## src/design/hmbc_pkg.sv

```systemverilog
`timescale 1ns / 1ps
// ----------------------------------------------------------------------------
// hmbc_pkg
// Shared types, codes and helpers of the handheld memory bus controller.
// ----------------------------------------------------------------------------
package hmbc_pkg;

    localparam int ROM_AW       = 20;
    localparam int ROM_CAPACITY = 1 << ROM_AW;
    localparam int IO_AW        = 10;
    localparam int DIV_W        = 25;

    localparam logic [1:0] REQ_READ      = 2'd0;
    localparam logic [1:0] REQ_WRITE     = 2'd1;
    localparam logic [1:0] REQ_LOAD_BOOT = 2'd2;
    localparam logic [1:0] REQ_LOAD_ROM  = 2'd3;

    localparam logic [1:0] SIZE_BYTE = 2'd0;
    localparam logic [1:0] SIZE_HALF = 2'd1;

    localparam logic [3:0] RG_BOOT = 4'd0;
    localparam logic [3:0] RG_EWR  = 4'd1;
    localparam logic [3:0] RG_IWR  = 4'd2;
    localparam logic [3:0] RG_IO   = 4'd3;
    localparam logic [3:0] RG_PAL  = 4'd4;
    localparam logic [3:0] RG_VID  = 4'd5;
    localparam logic [3:0] RG_OAM  = 4'd6;
    localparam logic [3:0] RG_ROM0 = 4'd7;
    localparam logic [3:0] RG_ROM1 = 4'd8;
    localparam logic [3:0] RG_ROM2 = 4'd9;
    localparam logic [3:0] RG_SAVE = 4'd10;
    localparam logic [3:0] RG_NONE = 4'd11;

    localparam logic [IO_AW-1:0] IO_IE      = 10'h200;
    localparam logic [IO_AW-1:0] IO_IE_HI   = 10'h201;
    localparam logic [IO_AW-1:0] IO_IF      = 10'h202;
    localparam logic [IO_AW-1:0] IO_WAITCNT = 10'h204;
    localparam logic [IO_AW-1:0] IO_IME     = 10'h208;

    localparam logic [31:0] BOOT_GUARD_WORD = 32'hE129F000;
    localparam logic [31:0] BOOT_GUARD_HALF = 32'h0000F000;

    typedef struct packed {
        logic             load;
        logic             div_start;
        logic             acc;
        logic             cap;
        logic [1:0]       idx;
        logic             clr;
        logic [IO_AW-1:0] clr_idx;
    } t_cmd;

    typedef struct packed {
        logic       skip;
        logic       need_div;
        logic       div_done;
        logic       is_read;
        logic [1:0] last_idx;
    } t_sts;

    function automatic logic [3:0] region_of(input logic [7:0] rg);
        logic [3:0] code;
        case (rg)
            8'h00: code = RG_BOOT;
            8'h02: code = RG_EWR;
            8'h03: code = RG_IWR;
            8'h04: code = RG_IO;
            8'h05: code = RG_PAL;
            8'h06: code = RG_VID;
            8'h07: code = RG_OAM;
            8'h08, 8'h09: code = RG_ROM0;
            8'h0A, 8'h0B: code = RG_ROM1;
            8'h0C, 8'h0D: code = RG_ROM2;
            8'h0E, 8'h0F: code = RG_SAVE;
            default: code = RG_NONE;
        endcase
        return code;
    endfunction

    function automatic logic [31:0] ones_of(input logic [1:0] nm1);
        logic [31:0] m;
        case (nm1)
            2'd0: m = 32'h0000_00FF;
            2'd1: m = 32'h0000_FFFF;
            default: m = 32'hFFFF_FFFF;
        endcase
        return m;
    endfunction

endpackage

```

## src/design/hmbc_ctrl.sv

```systemverilog
`timescale 1ns / 1ps
// ----------------------------------------------------------------------------
// hmbc_ctrl
// Sequencer: IO clearing pass, decode, ROM offset wait, byte-wise access.
// ----------------------------------------------------------------------------
module hmbc_ctrl (
    input  logic           i_clk,
    input  logic           i_rst_n,
    input  logic           i_start,
    input  hmbc_pkg::t_sts i_sts,
    output hmbc_pkg::t_cmd o_cmd,
    output logic           o_busy,
    output logic           o_valid
);

    localparam logic [2:0] S_CLR  = 3'd0;
    localparam logic [2:0] S_IDLE = 3'd1;
    localparam logic [2:0] S_DEC  = 3'd2;
    localparam logic [2:0] S_DIV  = 3'd3;
    localparam logic [2:0] S_ACC  = 3'd4;
    localparam logic [2:0] S_CAP  = 3'd5;
    localparam logic [2:0] S_DONE = 3'd6;

    logic [2:0]                 r_state, n_state;
    logic [1:0]                 r_idx, n_idx;
    logic [hmbc_pkg::IO_AW-1:0] r_clr, n_clr;

    always_comb begin
        n_state = r_state;
        n_idx   = r_idx;
        n_clr   = r_clr;
        o_cmd   = '0;
        o_cmd.idx     = r_idx;
        o_cmd.clr_idx = r_clr;
        case (r_state)
            S_CLR: begin
                o_cmd.clr = 1'b1;
                n_clr     = r_clr + 1'b1;
                if (&r_clr) n_state = S_IDLE;
            end
            S_IDLE: begin
                if (i_start) begin
                    o_cmd.load = 1'b1;
                    n_idx      = 2'd0;
                    n_state    = S_DEC;
                end
            end
            S_DEC: begin
                if (i_sts.skip) begin
                    n_state = S_DONE;
                end else if (i_sts.need_div) begin
                    o_cmd.div_start = 1'b1;
                    n_state         = S_DIV;
                end else begin
                    n_state = S_ACC;
                end
            end
            S_DIV: begin
                if (i_sts.div_done) n_state = S_ACC;
            end
            S_ACC: begin
                o_cmd.acc = 1'b1;
                if (i_sts.is_read) begin
                    n_state = S_CAP;
                end else if (r_idx == i_sts.last_idx) begin
                    n_state = S_DONE;
                end else begin
                    n_idx = r_idx + 1'b1;
                end
            end
            S_CAP: begin
                o_cmd.cap = 1'b1;
                if (r_idx == i_sts.last_idx) begin
                    n_state = S_DONE;
                end else begin
                    n_idx   = r_idx + 1'b1;
                    n_state = S_ACC;
                end
            end
            S_DONE: begin
                n_state = S_IDLE;
            end
            default: begin
                n_state = S_IDLE;
            end
        endcase
    end

    always_ff @(posedge i_clk) begin
        if (!i_rst_n) begin
            r_state <= S_CLR;
            r_idx   <= 2'd0;
            r_clr   <= '0;
        end else begin
            r_state <= n_state;
            r_idx   <= n_idx;
            r_clr   <= n_clr;
        end
    end

    assign o_busy  = (r_state != S_IDLE);
    assign o_valid = (r_state == S_DONE);

endmodule

```

## config.mk

```make
export PLATFORM = sky130hd
export DESIGN_NAME = hmbc_ctrl
export DESIGN_NICKNAME = d
export VERILOG_FILES = /design/src/design/hmbc_pkg.sv /design/src/design/hmbc_ctrl.sv
export SDC_FILE = /design/constraint.sdc
export NUM_CORES = 1
export LEC_CHECK = 0
export ABC_CLOCK_PERIOD_IN_PS = 3500
export BUFFER_PORTS_ARGS = -buffer_cell sky130_fd_sc_hd__buf_2
export CAP_MARGIN = 15
export CORE_MARGIN = 2
export CORE_UTILIZATION = 40
export DETAILED_ROUTE_END_ITERATION = 8
export GPL_TIMING_DRIVEN = 0
export HOLD_SLACK_MARGIN = 0.05
export PLACE_DENSITY_LB_ADDON = 0.05
export SYNTH_ARGS = -nofsm -noshare
export SYNTH_HDL_FRONTEND = slang
export SYNTH_SLANG_ARGS = --single-unit
```

## constraint.sdc

```tcl
create_clock -name i_clk -period 3.5 [get_ports i_clk]
set_input_delay 0.525 -clock i_clk [delete_from_list [all_inputs] [get_ports i_clk]]
set_output_delay 0.525 -clock i_clk [all_outputs]
set_load 0.1 [all_outputs]
```

==> summary.md <==
| Metric | Value |
|---|---|
| Fin nets | 152 |
| Rel. slew slack | 67.4% |
| Ys Warns | 0 |
| Pre-antenna DRT Iters | 4 |
| Syn_area_per_cell | 8.59 µm² |
| Clk_skew | ~0.0019 ns |
| Comb pwr share | around 14% |
| CP top delay family | buffers and inverters |
| Setup Viol. Count Final | 0 |
| Root Buffer | clkbuf_4 |
| Post-layout min period | approximately 2.4 ns |
| Worst R2R End | r_idx[0]$_SDFFE_PN0P_ |
| CP Capture Type | primary output |
| Min Hold Slack | 0.508 ns |
| Post-cts resize count | 0 |
| I/O pins | 28 |
| Largest stage delay on the critical path | 0.49 ns |
| Worst-skew pair later-pin latency | about 0.28 ns |
| Crit start category | flop |
| Starting Density | 42.3% |
| Ant diodes | 0 |
| Routability cong. | between 0.8 and 0.9 |
| Via-per-instance ratio | between 5 and 6 |
| Die area | 2740 µm² |
| Setup_tns | 0 ns |
| Power Density | ~280 nW/µm² |
| Sequential-to-total area share from yosys stat | 32.1% |
| Average routed wire per standard cell | 12.4 µm |
| Share of cells above drive strength 1 | ~29% |
| Final hold violations | 0 |
| Clock sinks | 15 |
| FF+latch count, synth | 15 |
| Overflow after GRT | 0 |
| Stages on worst setup path | 4 |
| Register share of total power | 55.8% |
| Initial antenna violation count | 0 |
| Clock power share | 30.3% |
| Max Slew Vio Count | 0 |
| Path depth of the worst reg2reg path | 5 |
| Pleak | 0.462 nW |
| Worst path cell trace | buf_4 > or3b_2 > nor2_1 > buf_2 |
| Status | finished, final reports clean |
| Post-Route WL | 2.09 mm |
| Post-CTS Hold Buffers | 0 |
| Max-Cap Viols | 0 |
| Final period util | around 68% |
| Synth cell types | 41 |
| Switching portion of total power | 27.9% |
| Rows | 17 |
| Syn_nets | 120 |
| Final ANT Viol Nets | 0 |
| Peak Freq | 419 MHz |
| Peak supply drop | 0.000241 V |
| Die width | 52.4 µm |
| RR Startpoint | r_state[1]$_SDFFE_PN0P_ |
| Commonest register cell after synthesis | dfxtp_1 |
| First-pass GRT wire length | 3.48 mm |
| Bufs on Longest Clock Path | 2 |
| P_int | 0.000229 W |
| Final Util | 51.2% |
| Cts bufs inserted | 3 |
| Crit path launch | r_state[0]$_SDFFE_PN0P_ |
| DR vias | 900 |
| CTS H-Tree Depth | 1 |
| Iter 0 DRT Violations | 24 |
| Yosys top cell by area | dfxtp_1 |
| Synth top cells by count | 15 x dfxtp_1, 10 x nor2_1, 9 x xnor2_1 |
| Post-synth EDFFs | 0 |
| Top cells by area, synth | dfxtp_1 32%, xnor2_1 8.4%, nor4_4 4.5% |
| Critical path buffers and inverters | 2 |
| Net Sw Power | 0.0000887 W |
| Worst slew pin tran | 0.493 ns |
| Worst Path Required | 2.97 ns |
| Crit Path Category | reg2out |
| Clk slew on worst S/H paths | 0.08 ns |
| Detail Placement HPWL | 1.60 mm |
| P&R area growth vs syn | 21.0% |
| Share of the synthesized area in the top cell type | 32.1% |
| Core Area | roughly 2200 µm² |
| TritonCTS clock tree | built |
| # DRC | 0 |
| Mapped Cells | about 110 |
| Largest net degree at the start of global routing | 11 |
| Port Buffer Count | 27 |
| Die Y | 52.4 µm |
| GRT Total Usage | 17.2% |
| Critical Path AT | 1.86 ns |
| Setup crit end | o_cmd[16] |
| Top-count cell post-synth | dfxtp_1 |
| RSZ-0062 raised after global routing | no |
| Cell Area, Synth | a little over 900 µm² |
| Worst-path maximum fanout | 10 |
| Slowest cell on crit path | or3b_2 |
| Postcts setup bufs | 0 |
| Post-synth ARST share | 0% |
| Worst hold path class | reg2reg |
| Reg-to-reg setup timing slack | 1.80 ns |
| Vias in the first global route | about 800 |
power groups by stage:
stage | Combinational, W | Clock [W] | Sequential [W]
6_report | 0.0000443 | 0.0000960 | 0.000177
2_1_floorplan | 0.0000119 | 0 | 0.000202
5_1_grt | 0.0000472 | 0.000113 | 0.000178
3_3_place_gp | 0.0000437 | 0 | 0.000181
4_1_cts | 0.0000443 | 0.000102 | 0.000177
3_5_place_dp | 0.0000441 | 0 | 0.000181
worst min-delay path, delay by kind of cell, from the launching register on:
family | cells | cell delay (ns)
and+or+nand+nor | 1 | 0.06
DFF | 1 | 0.34
AOI/OAI and AO/OA | 1 | 0.06
layout make-up:
cell class              instances  area, µm²
flip-flops and latches         15        300
plain buffers                   4       26.3
fillers                       229       1080
repair buffers                 27        135
inverters                       7       26.3
multi-input cells              83        583
clock buffers                   4       26.3
well taps                      28       35.0
state kept, by name, summed over array words and instances, names as in the netlist:
register	flops
r_clr	10
r_idx	2
r_state	3
cell usage in the layout, fill, tap and decap left out, types with 2 or more instances in the layout:
| cell | netlist | final |
|---|---|---|
| a21oi_1 | 8 | 8 |
| buf_2 | 0 | 27 |
| clkbuf_1 | 2 | 3 |
| clkbuf_4 | 0 | 3 |
| dfxtp_1 | 15 | 15 |
| ha_1 | 2 | 2 |
| inv_1 | 6 | 6 |
| nand2_1 | 8 | 8 |
| nand2b_1 | 2 | 2 |
| nand3_1 | 4 | 4 |
| nand3b_1 | 2 | 2 |
| nor2_1 | 10 | 10 |
| nor3_1 | 4 | 4 |
| nor4_4 | 2 | 2 |
| o21ai_0 | 2 | 2 |
| o31ai_1 | 4 | 4 |
| or3_1 | 2 | 2 |
| or3b_2 | 2 | 2 |
| or4b_1 | 2 | 2 |
| xnor2_1 | 9 | 9 |
metrics by stage:
step	instances	instance area (µm²)	power, W	setup slack, ns
finish	168	1130	0.000317	1.12
global route	168	1130	0.000338	0.994
CTS	168	1130	0.000323	1.11
detailed placement	164	1110	0.000225	1.44
global placement	164	1110	0.000225	1.44
floorplan	109	936	0.000214	0.379
layer usage:
layer  GRT usage [%]  wire length (µm)  vias to the layer above
li1                -                 -                      458
met5               0                 0                        -
met4            2.99                14                        0
met1            24.2              1060                      415
met2            25.0               888                       25
met3            6.57               122                        2
worst min path at each step:
stage	to	start	cells past startpoint
after floorplan	r_clr[2]$_SDFFE_PN0N_	i_rst_n	1
after global placement	r_clr[1]$_SDFFE_PN0N_	r_clr[1]$_SDFFE_PN0N_	2
after detailed placement	r_clr[1]$_SDFFE_PN0N_	r_clr[1]$_SDFFE_PN0N_	2
after CTS	r_clr[2]$_SDFFE_PN0N_	i_rst_n	2
after global routing	r_clr[2]$_SDFFE_PN0N_	i_rst_n	2
final	r_clr[1]$_SDFFE_PN0N_	r_clr[1]$_SDFFE_PN0N_	2
cell families after synthesis:
kind of cell,synth area share (%)
AO/OA/AOI/OAI,15.4
AND/OR/NAND/NOR,33.8
multiplexers,1.07
buffers and inverters,5.61
XOR/XNOR,9.36
adder cells (fa/ha/maj),2.67
flip-flops,32.1
No activity file was read; power rests on OpenSTA's default activity.
